--- config.mk ---
export PLATFORM = sky130hd
export DESIGN_NAME = signed_int_to_decimal_ascii_core
export DESIGN_NICKNAME = d
export VERILOG_FILES = /design/src/sv/sitda_pkg.sv /design/src/sv/signed_int_to_decimal_ascii_core.sv
export SDC_FILE = /design/constraint.sdc
export NUM_CORES = 1
export LEC_CHECK = 0
export ABC_AREA = 0
export BUFFER_PORTS_ARGS = -buffer_cell sky130_fd_sc_hd__buf_2
export CORE_MARGIN = 2
export CORE_UTILIZATION = 45
export DETAILED_ROUTE_END_ITERATION = 16
export GPL_ROUTABILITY_DRIVEN = 0
export GPL_TIMING_DRIVEN = 0
export SLEW_MARGIN = 25
export SYNTH_ARGS = -nofsm -noshare
export SYNTH_HDL_FRONTEND = slang
export SYNTH_SLANG_ARGS = --single-unit
--- constraint.sdc ---
create_clock -name clk -period 12.1 [get_ports clk]
set_input_delay 2.42 -clock clk [delete_from_list [all_inputs] [get_ports clk]]
set_output_delay 2.42 -clock clk [all_outputs]
set_load 0.01 [all_outputs]
--- src/sv/sitda_pkg.sv ---
// shared types, constants and conversion functions for the ascii decimal core
// no dependencies
package sitda_pkg;

	localparam int VALUE_WIDTH = 32;
	localparam int MAX_DIGITS  = 10;
	localparam int NUM_STAGES  = 4;
	localparam int STEPS       = (VALUE_WIDTH + NUM_STAGES - 1) / NUM_STAGES;
	localparam int PAD_W       = NUM_STAGES * STEPS;
	localparam int BCD_W       = 4 * MAX_DIGITS;
	localparam int IDX_W       = $clog2(MAX_DIGITS);
	localparam int CHAR_W      = 6;

	localparam logic [CHAR_W-1:0] CHAR_MINUS = CHAR_W'(45);
	localparam logic [CHAR_W-1:0] CHAR_ZERO  = CHAR_W'(48);

	typedef struct packed {
		logic [PAD_W-1:0] mag;
		logic [BCD_W-1:0] bcd;
		logic             neg;
		logic             ovf;
	} conv_t;

	// one shift-add-3 step, top bit of the result is the carry out of the top digit
	function automatic logic [BCD_W:0] dabble_step(input logic [BCD_W-1:0] bcd,
		input logic in_bit);
		logic [BCD_W-1:0] adj;
		logic [3:0]       dig;
		for (int d = 0; d < MAX_DIGITS; d++) begin
			dig = bcd[4*d +: 4];
			adj[4*d +: 4] = (dig >= 4'd5) ? dig + 4'd3 : dig;
		end
		return {adj, in_bit};
	endfunction

	// steps for one pipeline stage
	function automatic conv_t conv_stage(input conv_t c);
		conv_t            r;
		logic [BCD_W:0]   sh;
		r = c;
		for (int i = 0; i < STEPS; i++) begin
			sh = dabble_step(r.bcd, r.mag[PAD_W-1]);
			r.bcd = sh[BCD_W-1:0];
			r.ovf = r.ovf | sh[BCD_W];
			r.mag = r.mag << 1;
		end
		return r;
	endfunction

endpackage

--- src/sv/signed_int_to_decimal_ascii_core.sv ---
// a value passes stage 1, the double dabble stages and the digit-count stage before the
// output serializer loads it; the serializer sends one character per cycle while out_ready
// is high, 1 to 11 per number (its text length); the conversion pipeline takes a value every
// cycle while it is not full and buffers up to six numbers while the serializer is busy
// reset: arst_n clears all valid bits and the serializer, data registers are not reset
module signed_int_to_decimal_ascii_core
	import sitda_pkg::*;
(
	input  logic                          clk,
	input  logic                          arst_n,
	input  logic                          in_valid,
	output logic                          in_ready,
	input  logic signed [VALUE_WIDTH-1:0] value,
	output logic                          out_valid,
	input  logic                          out_ready,
	output logic        [CHAR_W-1:0]      character,
	output logic                          last
);

	localparam int LAST = NUM_STAGES + 1;

	logic  vld_s [1:LAST+1];
	logic  rdy_s [1:LAST+1];
	conv_t conv_s [1:LAST];

	logic [BCD_W-1:0] bcd_fin_s;
	logic             neg_fin_s;
	logic [IDX_W-1:0] idx_fin_s;

	logic [BCD_W-1:0] bcd_q;
	logic             neg_q;
	logic [IDX_W-1:0] idx_q;
	logic             busy_q;

	logic [VALUE_WIDTH-1:0] mag_in;
	logic [IDX_W-1:0]       top_idx;
	logic                   load_rdy;
	logic                   final_beat;

	assign in_ready = rdy_s[1];

	// magnitude as unsigned, so the most negative value comes out as 2^(w-1)
	assign mag_in = value[VALUE_WIDTH-1] ? (~value + 1'b1) : value;

	// stage 1: sign and magnitude
	always_ff @(posedge clk or negedge arst_n) begin
		if (!arst_n) begin
			vld_s[1] <= 1'b0;
		end else if (rdy_s[1]) begin
			vld_s[1] <= in_valid;
		end
	end

	always_ff @(posedge clk) begin
		if (rdy_s[1] && in_valid) begin
			conv_s[1].mag <= PAD_W'(mag_in);
			conv_s[1].bcd <= '0;
			conv_s[1].neg <= value[VALUE_WIDTH-1];
			conv_s[1].ovf <= 1'b0;
		end
	end

	// double dabble stages
	for (genvar k = 2; k <= LAST; k++) begin : g_stage
		always_ff @(posedge clk or negedge arst_n) begin
			if (!arst_n) begin
				vld_s[k] <= 1'b0;
			end else if (rdy_s[k]) begin
				vld_s[k] <= vld_s[k-1];
			end
		end

		always_ff @(posedge clk) begin
			if (rdy_s[k] && vld_s[k-1]) begin
				conv_s[k] <= conv_stage(conv_s[k-1]);
			end
		end
	end

	for (genvar k = 1; k <= LAST; k++) begin : g_rdy
		assign rdy_s[k] = !vld_s[k] || rdy_s[k+1];
	end
	assign rdy_s[LAST+1] = !vld_s[LAST+1] || load_rdy;

	// index of the leading digit, all digits kept when digits were dropped
	always_comb begin
		top_idx = '0;
		for (int i = 0; i < MAX_DIGITS; i++) begin
			if (conv_s[LAST].bcd[4*i +: 4] != 4'd0) begin
				top_idx = IDX_W'(i);
			end
		end
		if (conv_s[LAST].ovf) begin
			top_idx = IDX_W'(MAX_DIGITS - 1);
		end
	end

	// final stage: digit count
	always_ff @(posedge clk or negedge arst_n) begin
		if (!arst_n) begin
			vld_s[LAST+1] <= 1'b0;
		end else if (rdy_s[LAST+1]) begin
			vld_s[LAST+1] <= vld_s[LAST];
		end
	end

	always_ff @(posedge clk) begin
		if (rdy_s[LAST+1] && vld_s[LAST]) begin
			bcd_fin_s <= conv_s[LAST].bcd;
			neg_fin_s <= conv_s[LAST].neg;
			idx_fin_s <= top_idx;
		end
	end

	// output serializer
	assign final_beat = !neg_q && (idx_q == '0);
	assign load_rdy   = !busy_q || (out_ready && final_beat);

	always_ff @(posedge clk or negedge arst_n) begin
		if (!arst_n) begin
			busy_q <= 1'b0;
			neg_q  <= 1'b0;
			idx_q  <= '0;
		end else if (load_rdy) begin
			busy_q <= vld_s[LAST+1];
			if (vld_s[LAST+1]) begin
				neg_q <= neg_fin_s;
				idx_q <= idx_fin_s;
			end
		end else if (out_ready) begin
			if (neg_q) begin
				neg_q <= 1'b0;
			end else begin
				idx_q <= idx_q - 1'b1;
			end
		end
	end

	always_ff @(posedge clk) begin
		if (load_rdy && vld_s[LAST+1]) begin
			bcd_q <= bcd_fin_s;
		end
	end

	assign out_valid = busy_q;
	assign last      = final_beat;
	assign character = neg_q ? CHAR_MINUS : CHAR_ZERO + CHAR_W'(bcd_q[idx_q*4 +: 4]);

endmodule

==> run summary, run 1 <==
RSZ-0062 raised after global routing = no
R2R depth = 40
Seq cells post-synth = 285
Post-CTS setup buffers = 0
End of the critical path = conv_s[0][300]$_DFFE_PP_
GRT Util Overall = 16.8%
Syn nets = 3,373
WL/cell = 13.8 um
Die Wd = 255 um
DIE HEIGHT = 255 um
Vias = 22,800
Final WL = 56,100 um
Register area share after synthesis = 30.0%
Clock skew = 0.0138 ns
Worst hold path class = flop to flop
Largest net degree at the start of global routing = 28
Synthesized cell area = 28,300 um^2
Hold depth = 0
Finish-stage setup viols = 0
Clk Latency, worst-skew pair = 0.58 ns
Fraction of layout instances using a drive strength above 1 = 12.7%
GRT overflow = 0
Clock transition at path regs = 0.06 ns
Post-synth ARST share = 4.21%
Max_slew headroom = 51.9%
# rows = 92
TritonRoute pass-1 iters = 5
Commonest register cell after synthesis = edfxtp_1
Highest Clock Rate = 0.115 GHz
Minimum clock period = 8.70 ns
Num CTS Buffers = 31
Cts repair resizes = 0
Most numerous cell on the critical path = ha_1
Placeable core area = 62,600 um^2
CP endpoint kind = flop
Initial Utilization = 45.3%
Area Overhead vs Synth = 9.09%
H-tree depth = 1
Sinks on Clock Net = 285
CTS max path bufs = 3
I/O Pins = 45
DRT iter0 DRCs = 937
Via density = 5.63
Worst Setup SP = conv_s[0][224]$_DFFE_PP_
Worst setup path class = flop to flop
Final Hold Vio Count = 0
FF-to-FF setup slack = 3.40 ns
Utilization after layout = 49.4%
Reg2reg start = conv_s[0][224]$_DFFE_PP_
Worst slew pin tran = 0.715 ns
Tcrit/Tclk final = 71.9%
Peak fanout along the critical path = 7
Post-route antenna net violation count = 0
CP startpoint kind = flop
Synth unique cells = 130
Post-synth EDFFs = 273
First-pass GRT wire length = 95,700 um
Antenna violations before repair = 0
Reg-to-reg endpoint = conv_s[0][300]$_DFFE_PP_
CTS tree = built
Max incr delay on CP = 0.50 ns
Total negative slack = 0 ns
Gate Count Post-Synth = 3,099
Clock root cell = clkbuf_16
Buffers on Ports = 43
Die area = 65,000 um^2
DRC = 0
Syn_area_per_cell = 9.15 um^2
Total of max-cap violations = 0
Slowest stage cell, crit path = edfxtp_1
Worst path bufs/invs = 3
Vias in the first global route = 21,900
Final Max Tran Viols = 0
Detailed Place HPWL = 44,400 um
Worst path required time = 12.41 ns
Status = finished clean
Worst EP arrival = 9.02 ns
Number of hold buffers added after CTS = 0
Synth warn = 0
Crit path max-delay family = compound AO/OA/AOI/OAI gates
WP depth = 40
Layout Nets = 3,457
-- cell usage after synthesis, types with 38 or more instances --
library cell | instances | area share, %
ha_1 | 238 | 11
nand2_1 | 219 | 2.9
mux2i_1 | 135 | 4.8
xnor2_1 | 110 | 3.4
nor2_1 | 192 | 2.5
o21ai_1 | 52 | 0.92
nor3_1 | 69 | 1.2
inv_1 | 268 | 3.5
a21oi_1 | 215 | 3.8
a21o_1 | 53 | 1.4
nand2b_1 | 96 | 2.1
o211ai_1 | 38 | 1.0
mux2_2 | 76 | 3.0
nand3_1 | 62 | 1.1
and2_1 | 48 | 1.1
o21ai_0 | 171 | 3.0
edfxtp_1 | 273 | 29
-- per-stage QoR --
| step | cells | cell area (um^2) | hold WS [ns] | setup slack [ns] |
|---|---|---|---|---|
| global placement | 3988 | 29600 | 0.404 | 3.81 |
| CTS | 4052 | 30900 | 0.413 | 3.35 |
| floorplan | 3099 | 28300 | 0.400 | 4.55 |
| detailed placement | 3996 | 29900 | 0.405 | 3.37 |
| finish | 4053 | 30900 | 0.412 | 3.40 |
| global route | 4052 | 30900 | 0.419 | 2.40 |
-- cell usage in the layout, fill, tap and decap left out, drive strengths merged, types with 34 or more instances in the layout --
cell type | synthesis | routed
mux2i | 148 | 148
xnor2 | 125 | 125
a211oi | 48 | 48
edfxtp | 273 | 273
nor3 | 74 | 74
o21ai | 232 | 232
ha | 238 | 238
a31oi | 34 | 34
inv | 283 | 287
buf | 12 | 63
a21o | 53 | 53
nand2b | 98 | 98
nor2b | 36 | 36
a21boi | 43 | 43
nor2 | 195 | 195
nand3 | 62 | 62
o211ai | 43 | 43
clkbuf | 14 | 51
a21oi | 238 | 238
and2 | 51 | 51
mux2 | 82 | 82
o22ai | 41 | 41
nand2 | 220 | 220
-- cell type report --
cell class / count / area [um^2]
multi-input cells: 2504 / 18700
clock inverters: 19 / 245
diodes: 1 / 2.50
clock buffers: 37 / 798
inverters: 284 / 1070
repair buffers: 51 / 428
well taps: 846 / 1060
flip-flops and latches: 285 / 8500
plain buffers: 26 / 125
fillers: 5846 / 31700
-- logic make-up after synthesis --
logic type	Yosys count	share of synthesized area, %
AO/OA/AOI/OAI	991	24.7
AND/OR/NAND/NOR	890	16.1
buffers and inverters	310	4.20
flip-flops	285	30.0
adder cells (fa/ha/maj)	238	10.5
multiplexers	238	9.48
XOR/XNOR	146	5.01
other	1	0.0132
-- how the worst min path moves through the flow --
stage | from | end | slack [ns]
2_1_floorplan | conv_s[0][372]$_DFFE_PP_ | bcd_fin_s[0]$_DFFE_PP_ | 0.40
3_3_place_gp | conv_s[0][211]$_DFFE_PP_ | conv_s[0][293]$_DFFE_PP_ | 0.40
3_5_place_dp | bcd_fin_s[20]$_DFFE_PP_ | bcd_q[20]$_DFFE_PP_ | 0.40
4_1_cts | bcd_fin_s[20]$_DFFE_PP_ | bcd_q[20]$_DFFE_PP_ | 0.41
5_1_grt | bcd_fin_s[20]$_DFFE_PP_ | bcd_q[20]$_DFFE_PP_ | 0.42
6_report | bcd_fin_s[20]$_DFFE_PP_ | bcd_q[20]$_DFFE_PP_ | 0.41
-- per-layer routing --
layer	routed length (um)	vias up	global-route usage (%)
li1	-	11700	-
met1	24900	10800	20.2
met2	28800	257	32.0
met3	1260	72	1.76
met4	1120	0	3.98
met5	0	-	0
-- sequential cells by signal, indices dropped and copies added, names as in the netlist --
| name | flops |
|---|---|
| bcd_q | 40 |
| neg_q | 1 |
| bcd_fin_s | 40 |
| neg_fin_s | 1 |
| idx_q | 4 |
| conv_s | 188 |
| idx_fin_s | 4 |
| out_valid | 1 |
| vld_s | 6 |
Power of run 1 is not shown: default switching activity piles up to over one toggle a cycle in this logic, so the estimate is an artifact.
==> run 2, diff against run 1 <==
Clock period 12.1 ns to 7 ns, I/O delays scaled along.
==> run 2 against run 1 <==
The flow now finishes with violations (setup timing). First-iteration DRC count grew 6.0%. Flip-flop and latch count is the same. Design area grew 18%. Die area is the same. Wire length grew 14%. Register-to-register slack lost 3.4 ns. Critical path depth shrank 5. Maximum frequency grew 23%. Count of clock-buffer cells in the layout grew 4. Sequential share of layout area shrank 4.3 points. Worst hold slack lost 0.0020 ns. Final cell count grew 7.4%.
==> run summary, run 2 (synthesized netlist as in run 1, its figures left out) <==
Layout Nets = 3,756
Peak fanout along the critical path = 5
Post-DP Area = 30,000 um^2
Max reg flops = 188
Highest Clock Rate = 0.142 GHz
Most common cell after layout, fill and taps aside = buf_4
Vias in the first global route = 22,800
Failing checks = setup timing
H-tree depth = 2
TritonRoute pass-1 iters = 5
CP startpoint kind = flop
Max incr delay on CP = 0.57 ns
Placeable core area = 62,600 um^2
Antenna violations before repair = 0
Worst setup margin = -0.0545 ns
Final Hold Vio Count = 0
Final WL = 64,300 um
Die area = 65,000 um^2
GRT overflow = 0
First-pass GRT wire length = 99,500 um
DRC = 0
# rows = 92
Finished Cell Area = 36,600 um^2
Slowest stage cell, crit path = a21oi_1
Biggest register = conv_s
CP endpoint kind = flop
Ant diodes = 0
Vias = 24,500
Most numerous cell on the critical path = ha_2
Area Overhead vs Synth = 29.1%
Clock root cell = clkbuf_16
Post-route antenna net violation count = 0
DRT iter0 DRCs = 993
Largest net degree at the start of global routing = 28
Minimum clock period = 7.05 ns
Sinks on Clock Net = 285
Buffers on Ports = 43
Clock transition at path regs = 0.06 ns
Total of max-cap violations = 0
Most frequent cells in the layout = 296 x buf_4, 273 x edfxtp_1, 223 x inv_1
CTS tree = built
I/O Pins = 45
Num CTS Buffers = 34
Worst path required time = 7.38 ns
Worst EP arrival = 7.43 ns
Final Max Tran Viols = 0
WL/cell = 14.8 um
Fraction of layout instances using a drive strength above 1 = 34.6%
Status = finished, violations left
CTS max path bufs = 3
Die Wd = 255 um
Clk Latency, worst-skew pair = 0.54 ns
Worst hold path class = flop to flop
Clock skew = 0.0155 ns
FF-to-FF setup slack = -0.05 ns
GRT Util Overall = 17.7%
Finish-stage setup viols = 2
Via density = 5.62
Fillers = 5,237
DIE HEIGHT = 255 um
Detailed Place HPWL = 44,200 um
Worst slew pin tran = 0.723 ns
Largest registers = conv_s (188), bcd_fin_s (40), bcd_q (40)
Worst setup path class = flop to flop
Initial Utilization = 45.3%
RSZ-0062 raised after global routing = yes
Tcrit/Tclk final = 101%
Max_slew headroom = 50.4%
run 2: cell count changes in the layout (fill, tap and decap cells not counted), sizes merged:
cell / change
clkinv: +3
clkbuf: +2
buf: +297
clkinvlp: +2
a21oi: +1
diode: -1
bufinv: -3
run 2: critical path: cells and delay by family (launching register included):
family	cells	cell delay (ns)
xor+xnor	4	0.67
compound gates	10	2.43
fa+ha+maj	5	1.08
mux	2	0.51
simple gates	9	1.12
buf+inv	5	0.67
flops	1	0.41
run 2: metrics by stage:
step | utilization [%] | setup WS, ns | instances | TNS (ns) | hold slack, ns
after floorplan | - | 0.000655 | 3099 | 0 | 0.400
after global placement | 47.6 | -0.785 | 3988 | -42.93 | 0.404
after detailed placement | 48.0 | -1.14 | 3996 | -54.42 | 0.405
after CTS | 52.5 | 0.00574 | 4167 | 0 | 0.409
after global routing | 58.4 | -0.415 | 4354 | -8.59 | 0.418
final | 58.4 | -0.0545 | 4354 | -0.0556 | 0.410
run 2: area by class of cell:
| class | instances | area, um^2 | area share (%) |
|---|---|---|---|
| Buffer | 24 | 119 | 0.325 |
| Clock buffer | 41 | 898 | 2.46 |
| Clock inverter | 21 | 199 | 0.544 |
| Inverter | 284 | 1070 | 2.92 |
| Multi-Input combinational cell | 2505 | 22100 | 60.3 |
| Sequential cell | 285 | 8500 | 23.2 |
| Tap cell | 846 | 1060 | 2.89 |
| Timing Repair Buffer | 348 | 2680 | 7.33 |
run 2: worst paths after layout:
check | end | cells after the start | startpoint
max | conv_s[0][300]$_DFFE_PP_ | 35 | conv_s[0][225]$_DFFE_PP_
min | bcd_q[27]$_DFFE_PP_ | 0 | bcd_fin_s[27]$_DFFE_PP_
max reg2reg | conv_s[0][300]$_DFFE_PP_ | 35 | conv_s[0][225]$_DFFE_PP_
min reg2reg | bcd_q[27]$_DFFE_PP_ | 0 | bcd_fin_s[27]$_DFFE_PP_
max in group asynchronous | vld_s[5]$_DFFE_PN0N_ | 1 | arst_n
min in group asynchronous | idx_q[2]$_DFFE_PN0P_ | 1 | arst_n
run 2: timing repair:
action / in CTS / in global routing
setup endpoints to repair: 80 / 88
pin swaps: 75 / 197
setup buffers: 110 / 188
resized for setup: 199 / 492
gates cloned: 1 / 0
hold buffers: 0 / 0
run 2: metal layers:
layer	global-route usage [%]	part of all wire (%)	routed length, um	vias up
met5	0	0	0	-
met4	4.11	1.6	1020	0
met3	2.14	2.4	1550	81
met2	34.4	54	35000	280
met1	20.3	42	26700	11800
li1	-	-	-	12300
Power of run 2 is left out for the same reason.
